==> src/rtl/core/i2cra_pkg.sv <==
// ----------------------------------------------------------------------------
// i2cra_pkg: shared types for the I2C register access master
// Sequencer phases, architectural state, request and result records.
// ----------------------------------------------------------------------------
package i2cra_pkg;

  localparam int unsigned GapW = 20;

  // Which byte of the transfer is on the wire.
  localparam logic [1:0] BYTE_DEV   = 2'd0;
  localparam logic [1:0] BYTE_REG   = 2'd1;
  localparam logic [1:0] BYTE_THIRD = 2'd2;

  localparam logic [2:0] LAST_BIT = 3'd7;

  // Request kinds carried in tuser.
  localparam logic KIND_CMD  = 1'b0;
  localparam logic KIND_TICK = 1'b1;

  typedef enum logic [4:0] {
    PH_IDLE, PH_ST0, PH_ST1, PH_ST2,
    PH_WB0, PH_WB1, PH_WB2,
    PH_AK0, PH_AK1, PH_AK2, PH_AK3,
    PH_RB0, PH_RB1,
    PH_NA0, PH_NA1, PH_NA2, PH_NA3,
    PH_SP0, PH_SP1, PH_SP2,
    PH_GAP
  } phase_e;

  typedef struct packed {
    phase_e          phase;
    logic [2:0]      bit_idx;
    logic [1:0]      byte_idx;
    logic [7:0]      shift;
    logic [7:0]      rd_buf;
    logic            cmd_read;
    logic [7:0]      cmd_dev;
    logic [7:0]      cmd_reg;
    logic [7:0]      cmd_data;
    logic [GapW-1:0] gap_cnt;
    logic            scl;
    logic            sda;
  } state_t;

  typedef struct packed {
    logic       kind;
    logic       is_read;
    logic [7:0] device_addr;
    logic [7:0] reg_addr;
    logic [7:0] write_data;
    logic       sda_in;
  } req_t;

  typedef struct packed {
    logic       awaiting_ack;
    logic [7:0] read_data;
    logic       done_res;
    logic       busy_res;
    logic       sda_level;
    logic       scl_level;
  } res_t;

endpackage

==> src/rtl/core/i2cra_step.sv <==
// ----------------------------------------------------------------------------
// i2cra_step: one sequencer step
// Next state and result for one request, given the current state.
// ----------------------------------------------------------------------------
module i2cra_step (
  input  i2cra_pkg::state_t            state_i,
  input  i2cra_pkg::req_t              req_i,
  input  logic [i2cra_pkg::GapW-1:0]   gap_ticks_i,
  output i2cra_pkg::state_t            state_o,
  output i2cra_pkg::res_t              res_o
);
  import i2cra_pkg::*;

  state_t nxt;
  logic   done;

  function automatic logic [7:0] byte_sel(input state_t s, input logic [1:0] idx);
    logic [7:0] b;
    if (idx == BYTE_DEV)      b = s.cmd_dev;
    else if (idx == BYTE_REG) b = s.cmd_reg;
    else if (s.cmd_read)      b = s.cmd_dev | 8'h01;
    else                      b = s.cmd_data;
    return b;
  endfunction

  always_comb begin
    nxt  = state_i;
    done = 1'b0;
    if (req_i.kind == KIND_CMD) begin
      if (state_i.phase == PH_IDLE) begin
        nxt.cmd_read = req_i.is_read;
        nxt.cmd_dev  = req_i.device_addr;
        nxt.cmd_reg  = req_i.reg_addr;
        nxt.cmd_data = req_i.write_data;
        nxt.byte_idx = BYTE_DEV;
        nxt.bit_idx  = '0;
        nxt.gap_cnt  = '0;
        nxt.phase    = PH_ST0;
      end
    end else if (state_i.phase != PH_IDLE) begin
      case (state_i.phase)
        PH_ST0: begin nxt.scl = 1'b1; nxt.phase = PH_ST1; end
        PH_ST1: begin nxt.sda = 1'b1; nxt.phase = PH_ST2; end
        PH_ST2: begin
          nxt.sda     = 1'b0;
          nxt.shift   = byte_sel(state_i, state_i.byte_idx);
          nxt.bit_idx = '0;
          nxt.phase   = PH_WB0;
        end
        PH_WB0: begin nxt.scl = 1'b0; nxt.phase = PH_WB1; end
        PH_WB1: begin nxt.sda = state_i.shift[7]; nxt.phase = PH_WB2; end
        PH_WB2: begin
          nxt.scl   = 1'b1;
          nxt.shift = {state_i.shift[6:0], 1'b0};
          if (state_i.bit_idx == LAST_BIT) begin
            nxt.phase = PH_AK0;
          end else begin
            nxt.bit_idx = state_i.bit_idx + 3'd1;
            nxt.phase   = PH_WB0;
          end
        end
        PH_AK0: begin nxt.scl = 1'b0; nxt.phase = PH_AK1; end
        PH_AK1: begin nxt.sda = 1'b1; nxt.phase = PH_AK2; end
        PH_AK2: begin nxt.scl = 1'b1; nxt.phase = PH_AK3; end
        PH_AK3: begin
          // slave holds SDA high: keep waiting, no timeout
          if (!req_i.sda_in) begin
            nxt.scl = 1'b0;
            if (state_i.byte_idx == BYTE_DEV) begin
              nxt.byte_idx = BYTE_REG;
              nxt.shift    = byte_sel(state_i, BYTE_REG);
              nxt.bit_idx  = '0;
              nxt.phase    = PH_WB0;
            end else if (state_i.byte_idx == BYTE_REG) begin
              nxt.byte_idx = BYTE_THIRD;
              if (state_i.cmd_read) begin
                nxt.phase = PH_ST0;  // repeated start
              end else begin
                nxt.shift   = byte_sel(state_i, BYTE_THIRD);
                nxt.bit_idx = '0;
                nxt.phase   = PH_WB0;
              end
            end else if (state_i.byte_idx == BYTE_THIRD && state_i.cmd_read) begin
              nxt.rd_buf  = '0;
              nxt.bit_idx = '0;
              nxt.phase   = PH_RB0;
            end else begin
              nxt.phase = PH_SP0;
            end
          end
        end
        PH_RB0: begin nxt.scl = 1'b0; nxt.phase = PH_RB1; end
        PH_RB1: begin
          nxt.scl    = 1'b1;
          nxt.rd_buf = {state_i.rd_buf[6:0], req_i.sda_in};
          if (state_i.bit_idx == LAST_BIT) begin
            nxt.phase = PH_NA0;
          end else begin
            nxt.bit_idx = state_i.bit_idx + 3'd1;
            nxt.phase   = PH_RB0;
          end
        end
        PH_NA0: begin nxt.scl = 1'b0; nxt.phase = PH_NA1; end
        PH_NA1: begin nxt.sda = 1'b1; nxt.phase = PH_NA2; end
        PH_NA2: begin nxt.scl = 1'b1; nxt.phase = PH_NA3; end
        PH_NA3: begin nxt.scl = 1'b0; nxt.phase = PH_SP0; end
        PH_SP0: begin nxt.sda = 1'b0; nxt.phase = PH_SP1; end
        PH_SP1: begin nxt.scl = 1'b1; nxt.phase = PH_SP2; end
        PH_SP2: begin
          nxt.sda = 1'b1;
          if (!state_i.cmd_read && gap_ticks_i != '0) begin
            nxt.gap_cnt = gap_ticks_i;
            nxt.phase   = PH_GAP;
          end else begin
            nxt.phase = PH_IDLE;
            done      = 1'b1;
          end
        end
        PH_GAP: begin
          if (state_i.gap_cnt != '0) nxt.gap_cnt = state_i.gap_cnt - GapW'(1);
          if (nxt.gap_cnt == '0) begin
            nxt.phase = PH_IDLE;
            done      = 1'b1;
          end
        end
        default: nxt.phase = PH_IDLE;
      endcase
    end
  end

  assign state_o = nxt;

  assign res_o.scl_level    = nxt.scl;
  assign res_o.sda_level    = nxt.sda;
  assign res_o.busy_res     = (nxt.phase != PH_IDLE);
  assign res_o.done_res     = done;
  assign res_o.read_data    = nxt.rd_buf;
  assign res_o.awaiting_ack = (nxt.phase == PH_AK3);

endmodule

==> src/rtl/core/i2c_register_access_master.sv <==
// ----------------------------------------------------------------------------
// i2c_register_access_master: single register I2C read/write master
// Bit-banged sequencer, at most one SCL/SDA line event per tick request.
// ----------------------------------------------------------------------------
//
// Channel   Dir  Handshake            Content
// s_axis    in   tvalid/tready        tuser: kind; tdata: command operands, sda_in
// m_axis    out  tvalid/tready        tdata: line levels, busy, done, read byte, ack wait
// cfg       in   cfg_valid_i/ready_o  cfg_data_i: write_gap_ticks
//
// Flow: a request is registered on accept, stepped through the sequencer
// logic and lands in the result register; one request per cycle sustained
// while m_axis_tready stays high. The sequencer state update is the single
// step between the request register and the result register.
// Reset: async, active low; sequencer idle, both lines released, gap zero.
// Stalls: a full result register holds the step; the request register then
// fills and s_axis_tready drops. Config writes are taken in any cycle.
//
module i2c_register_access_master (
  input  logic        clk_i,
  input  logic        rst_ni,
  // request
  input  logic        s_axis_tvalid,
  output logic        s_axis_tready,
  // [0] is_read, [8:1] device_addr, [16:9] reg_addr, [24:17] write_data,
  // [25] sda_in, [31:26] zero
  input  logic [31:0] s_axis_tdata,
  // [0] kind: 0 command, 1 tick
  input  logic [0:0]  s_axis_tuser,
  // result
  output logic        m_axis_tvalid,
  input  logic        m_axis_tready,
  // [0] scl_level, [1] sda_level, [2] busy_res, [3] done_res,
  // [11:4] read_data, [12] awaiting_ack, [15:13] zero
  output logic [15:0] m_axis_tdata,
  // configuration: write_gap_ticks
  input  logic        cfg_valid_i,
  output logic        cfg_ready_o,
  input  logic [19:0] cfg_data_i
);
  import i2cra_pkg::*;

  // idle sequencer, both lines released
  localparam state_t StateRst = '{
    phase:    PH_IDLE,
    bit_idx:  3'd0,
    byte_idx: BYTE_DEV,
    shift:    8'h00,
    rd_buf:   8'h00,
    cmd_read: 1'b0,
    cmd_dev:  8'h00,
    cmd_reg:  8'h00,
    cmd_data: 8'h00,
    gap_cnt:  {GapW{1'b0}},
    scl:      1'b1,
    sda:      1'b1
  };

  logic            in_vld_q;
  req_t            in_req_q;
  logic            out_vld_q;
  res_t            out_res_q;
  state_t          state_q, state_d;
  res_t            step_res;
  logic [GapW-1:0] gap_ticks_q;
  logic            advance;

  // result register free or draining this cycle
  assign advance       = !out_vld_q || m_axis_tready;
  assign s_axis_tready = !in_vld_q || advance;
  assign cfg_ready_o   = 1'b1;

  always_ff @(posedge clk_i or negedge rst_ni) begin
    if (!rst_ni) begin
      gap_ticks_q <= '0;
    end else if (cfg_valid_i) begin
      gap_ticks_q <= cfg_data_i;
    end
  end

  // request register
  always_ff @(posedge clk_i or negedge rst_ni) begin
    if (!rst_ni) begin
      in_vld_q <= 1'b0;
    end else if (s_axis_tready) begin
      in_vld_q <= s_axis_tvalid;
    end
  end

  always_ff @(posedge clk_i) begin
    if (s_axis_tvalid && s_axis_tready) begin
      in_req_q.kind        <= s_axis_tuser[0];
      in_req_q.is_read     <= s_axis_tdata[0];
      in_req_q.device_addr <= s_axis_tdata[8:1];
      in_req_q.reg_addr    <= s_axis_tdata[16:9];
      in_req_q.write_data  <= s_axis_tdata[24:17];
      in_req_q.sda_in      <= s_axis_tdata[25];
    end
  end

  i2cra_step u_step (
    .state_i     (state_q),
    .req_i       (in_req_q),
    .gap_ticks_i (gap_ticks_q),
    .state_o     (state_d),
    .res_o       (step_res)
  );

  // sequencer state, updated once per stepped request
  always_ff @(posedge clk_i or negedge rst_ni) begin
    if (!rst_ni) begin
      state_q <= StateRst;
    end else if (in_vld_q && advance) begin
      state_q <= state_d;
    end
  end

  // result register
  always_ff @(posedge clk_i or negedge rst_ni) begin
    if (!rst_ni) begin
      out_vld_q <= 1'b0;
    end else if (advance) begin
      out_vld_q <= in_vld_q;
    end
  end

  always_ff @(posedge clk_i) begin
    if (in_vld_q && advance) begin
      out_res_q <= step_res;
    end
  end

  assign m_axis_tvalid = out_vld_q;
  assign m_axis_tdata  = {3'b000, out_res_q.awaiting_ack, out_res_q.read_data,
                          out_res_q.done_res, out_res_q.busy_res,
                          out_res_q.sda_level, out_res_q.scl_level};

`ifndef SYNTHESIS
  // bus released whenever no transfer is running
  a_idle_released: assert property (@(posedge clk_i) disable iff (!rst_ni)
    state_q.phase == PH_IDLE |-> state_q.scl && state_q.sda)
    else $error("lines not released while idle");

  // ack wait samples with SCL high and SDA released
  a_ack_lines: assert property (@(posedge clk_i) disable iff (!rst_ni)
    state_q.phase == PH_AK3 |-> state_q.scl && state_q.sda)
    else $error("ack wait entered with wrong line levels");

  // a stalled request is not lost
  a_req_held: assert property (@(posedge clk_i) disable iff (!rst_ni)
    in_vld_q && !advance |=> in_vld_q)
    else $error("request dropped under stall");

  // write gap only after a write
  a_gap_write: assert property (@(posedge clk_i) disable iff (!rst_ni)
    state_q.phase == PH_GAP |-> !state_q.cmd_read && state_q.gap_cnt != '0)
    else $error("gap phase inconsistent");
`endif

endmodule
==> config.mk <==
export PLATFORM = sky130hd
export DESIGN_NAME = i2c_register_access_master
export DESIGN_NICKNAME = d
export VERILOG_FILES = /design/src/rtl/core/i2cra_pkg.sv /design/src/rtl/core/i2cra_step.sv /design/src/rtl/core/i2c_register_access_master.sv
export SDC_FILE = /design/constraint.sdc
export NUM_CORES = 1
export LEC_CHECK = 0
export ABC_CLOCK_PERIOD_IN_PS = 4000
export BUFFER_PORTS_ARGS = -buffer_cell sky130_fd_sc_hd__clkbuf_2
export CAP_MARGIN = 25
export CORE_MARGIN = 4
export CORE_UTILIZATION = 45
export DETAILED_ROUTE_END_ITERATION = 6
export SLEW_MARGIN = 20
export SYNTH_ARGS = -nofsm -noshare
export SYNTH_HDL_FRONTEND = slang
export SYNTH_SLANG_ARGS = --single-unit
==> constraint.sdc <==
create_clock -name clk_i -period 4 [get_ports clk_i]
set_input_delay 0.2 -clock clk_i [delete_from_list [all_inputs] [get_ports clk_i]]
set_output_delay 0.2 -clock clk_i [all_outputs]
set_load 0.01 [all_outputs]
# Word level (Yosys, flattened, before mapping)
# Cells that the tools add are included.
# classes
eq_ne	38
reduce_logical	29
n_bitwise	1
muxes	45
n_addsub	2
# op_table
cell	count
20-bit two-way mux	7
5-bit one-hot mux with 20 select lines	1
8-bit two-way mux	9
26-bit two-way mux	2
5-bit by 4-bit == test with 1-bit output (second input constant)	9
20-bit one-hot mux with 2 select lines	1
20-bit nonzero test	2
10-bit two-way mux	3
5-bit == test (second input constant)	5
8-bit one-hot mux with 3 select lines	1
22-bit two-way mux	1
5-bit by 3-bit == test with 1-bit output (second input constant)	4
20-bit logical NOT	1
20-bit by 1-bit subtractor with 20-bit output (second input constant)	1
18-bit two-way mux	1
8-bit one-hot mux with 2 select lines	1
3-bit two-way mux	5
5-bit two-way mux	3
5-bit by 2-bit == test with 1-bit output (second input constant)	2
5-bit nonzero test	2
3-bit by 1-bit != test with 1-bit output (second input constant)	3
3-bit one-hot mux with 3 select lines	1
8-bit AND reduction	1
7-bit AND reduction	1
32 further kinds	48
# word_totals
output_inout_bits	19
wordCells	142
register_bits	135

# Logic depth before layout (Yosys ltp)
# logic_depth
ltp_word	11
ltp_mapped	11
depth_no_buf	9

# Modules after synthesis
# From an unflattened synthesis, not the netlist that was laid out.
# hier_totals
hier_cells	771
hier_area_um2	8293.0
# modules_own_cells
module	cells_per_inst	instances	seq_area_each_um2	area_each_um2
i2c_register_access_master	251	1	3580.9	5087.4
i2cra_step	520	1	0.0	3205.6

# Least setup slack after synthesis
# OpenSTA, ideal clock, no wires.
# synth_timing
kind	reg-to-reg
start	register state_q[2] (netlist bit)
end	register out_res_q, in the netlist m_axis_tdata[2], data pin
stages_incl_launch_ff	11
setup_slack_ns	1.167
t_required_ns	3.734
path_buffers	2
setup_ns	0.266
t_arrival_ns	2.566
cell_sequence	dfrtp_1 inv_1 ha_1 buf_2 or4b_2 buf_2 o31a_1 a2111oi_4 nand4_1 nor4b_2 o21ai_0
# synth_rtl
item	line_no	source
start, declared	i2c_register_access_master.sv:63	state_t state_q, state_d;
start signal, assigned	i2c_register_access_master.sv:112	state_q <= StateRst;
start signal, assigned	i2c_register_access_master.sv:114	state_q <= state_d;
end signal, assigned	i2c_register_access_master.sv:129	out_res_q <= step_res;
end, declared	i2c_register_access_master.sv:62	res_t out_res_q;

==> flow_metrics.py <==
metrics = {
    "sta": {
        "tns_ps": 0,
        "skew_ps": 10.81,
        "worstMarginPinSlew_ps": 1037,
        "setup_slack_ps": 758.0,
        "maxSlewViolCount": 0,
        "setup_viol": 0,
        "min_period_ps": 3242,
        "slew_headroom": 0.3060,
        "fmax_ghz": 0.3085,
        "period_share": 0.8105,
        "rsz0062_at_grt": "no",
        "hold_viol_final": 0,
    },
    "global_routing": {
        "grt_pass1_vias": 5686,
        "antenna_found_initial": 0,
        "track_usage": 0.2046,
        "grt_pass1_wl_mm": 29.65,
        "overflow": 0,
        "grt_start_max_net_pins": 60,
    },
    "clocking": {
        "cts_buffers": 17,
        "cts_tree": "built",
        "worst_skew_pair.late_latency_ps": 410,
        "cts_setup_buffers": 0,
        "cts_root_buf": "clkbuf_16",
        "clock_sinks": 135,
        "htreeDepth": 4,
        "cts_resized": 0,
        "cts.hold.buffers_added": 29,
        "clkTransAtPathRegs_ps": 60,
        "cts_buffer_depth": 2,
    },
    "setup_path": {
        "start_kind": "register",
        "critical_path_class": "register to register",
        "crit_required_ps": 4150,
        "arrival_ps": 3390,
        "endpoint_kind": "register",
        "worstPathMaxFanout": 10,
    },
    "synthesis": {
        "synth_flop_cell": "dfrtp_1",
        "yosys_warnings": 0,
        "synth_enable_flop_cells": 40,
        "syn_area_mm2": 0.007132,
        "synth.distinct_cells": 65,
        "ys_seq_area_frac": 0.5021,
        "yosys_register_bits": 135,
        "syn_inst": 679,
        "syn_area_per_cell_um2": 10.50,
        "ys_async_sr_fraction": 0.7037,
    },
    "detailed_routing": {
        "drt-initial-drc-count": 447,
        "vias": 5696,
        "via_per_inst": 5.812,
        "ant_nets": 0,
        "drt-total-wl_mm": 17.55,
        "dr.pass1.iters": 7,
        "avgRoutedWirePerCell_um": 17.90,
        "drc": 0,
    },
    "hold_path": {
        "hold_path.class": "input pin to register",
    },
    "final_layout": {
        "final_cell_mix": "dfrtp_1, clkbuf_2, mux2_2",
        "num_antenna_cells": 0,
        "fillers": 1354,
        "final_common_cell": "dfrtp_1",
        "area_growth_pct": 18.53,
        "drive_gt1_frac": 0.2445,
        "finalNetCount": 820,
        "instances_no_fill": 980,
    },
    "placed_design": {
        "place_inst": 919,
        "place_ws_ps": 751.0,
        "dp_hpwl_mm": 11.74,
        "place_congestion": 0.9328,
        "numPortBuffers": 66,
    },
    "pwr": {
        "ir_worst_vdd_mv": 0.3517,
        "power_density_mw_per_mm2": 710.2,
        "p_leak_nw": 3.521,
    },
    "die": {
        "rows": 45,
        "io-pin-count": 77,
        "dieArea_mm2": 0.01793,
        "die_x_um": 133.9,
        "die_y_um": 133.9,
        "initial_utilization": 0.4640,
        "fp.coreArea_mm2": 0.01537,
    },
    "job": {
        "maxCapViolations": 0,
    },
    "outcome": {
        "status": "completed",
    },
}
[path summary, 6_finish.rpt]
kind / endpoint / slack, ps / cells past startpoint / from
max reg2reg: m_axis_tdata[2] / 760 / 9 / state_q[2]
min in group asynchronous: gap_ticks_q[7] / 410 / 2 / rst_ni
max in group asynchronous: state_q[46] / 2620 / 3 / rst_ni
min reg2reg: state_q[29] / 470 / 1 / in_req_q[8]
max: m_axis_tdata[2] / 760 / 9 / state_q[2]
min: gap_ticks_q[15] / 10 / 2 / cfg_data_i[15]
[layout make-up]
type | count | area [um2] | share of cell area
clock inverter | 13 | 122.6 | 0.01451
sequential | 135 | 3581 | 0.4236
inverter | 13 | 48.80 | 0.005773
timing repair buffer | 106 | 713.2 | 0.08437
clock buffer | 19 | 432.9 | 0.05121
tap | 211 | 264.0 | 0.03123
multi-input combinational | 483 | 3291 | 0.3893
[layer usage]
| layer | global-route usage | up-vias | routed length [um] |
|---|---|---|---|
| met2 | 0.3203 | 187 | 8156 |
| met5 | 0 | - | 0 |
| li1 | - | 2690 | - |
| met3 | 0.03863 | 22 | 954 |
| met4 | 0.05943 | 0 | 274 |
| met1 | 0.2915 | 2797 | 8160 |
[synth_stat cells, drive strengths merged (3+ instances only)]
library cell   n  area share
a211oi         5      0.0053
a21oi         58       0.041
a22o          10       0.012
a22oi          6      0.0063
a31oi         12       0.011
a32oi          5      0.0061
and2           5      0.0044
and3           5      0.0044
buf           14       0.012
clkbuf        36       0.019
dfrtp         93        0.33
edfxtp        40        0.17
ha             6       0.011
inv           13      0.0068
mux2          64        0.10
mux2i         18       0.025
nand2         33       0.017
nand2b         9      0.0079
nand3          9      0.0081
nand4          6      0.0053
nor2          56       0.029
nor2b          8      0.0070
nor3          23       0.017
nor3b          3      0.0032
nor4          11      0.0096
nor4b          3      0.0054
o211ai         3      0.0032
o21a           5      0.0053
o21ai         45       0.032
o22ai         11      0.0096
o31ai          4      0.0042
o32ai          8      0.0098
o41ai          3      0.0037
or2            6      0.0053
or3            4      0.0035
or4            3      0.0037
xnor2          6      0.0074
[worst max-delay path, cell delays in order (launching register included)]
cell	delay [ps]
dfrtp_1	430
inv_1	100
ha_1	350
or4b_2	770
nor3_1	260
a21oi_1	110
o32ai_1	340
nand4_1	170
nor4b_2	330
o21ai_0	140
[through the flow]
step                      utilization  instance area, um2  power, W  hold WS (ps)
final                          0.5499                8453  0.006003         12.12
after global routing           0.5499                8453  0.006445         10.04
after CTS                      0.5499                8453  0.006019         1.734
after detailed placement       0.4949                7607  0.004505         350.4
after global placement         0.4939                7592  0.004441         329.6
after floorplan                     -                7139  0.003894        -95.59
[logic make-up after synthesis]
kind of cell | Yosys count | share of synthesized area
other cells | 2 | 0.001053
xor+xnor | 8 | 0.009825
flops | 135 | 0.5021
fa+ha+maj | 6 | 0.01053
buf+inv | 63 | 0.03754
compound gates | 191 | 0.1712
mux | 82 | 0.1263
simple gates | 192 | 0.1414
[where the power goes]
part | leakage, nW | internal, W | switching, W
registers | 1.58 | 0.00179 | 0.000425
clock network | 0.272 | 0.000863 | 0.000612
logic | 1.67 | 0.00101 | 0.00130
[sequential cells by signal (all words and copies together), names as in the netlist]
| signal | flops |
|---|---|
| in_req_q | 27 |
| gap_ticks_q | 20 |
| m_axis_tdata | 13 |
| m_axis_tvalid | 1 |
| state_q | 73 |
| in_vld_q | 1 |
(Power assumes the default switching activity.)
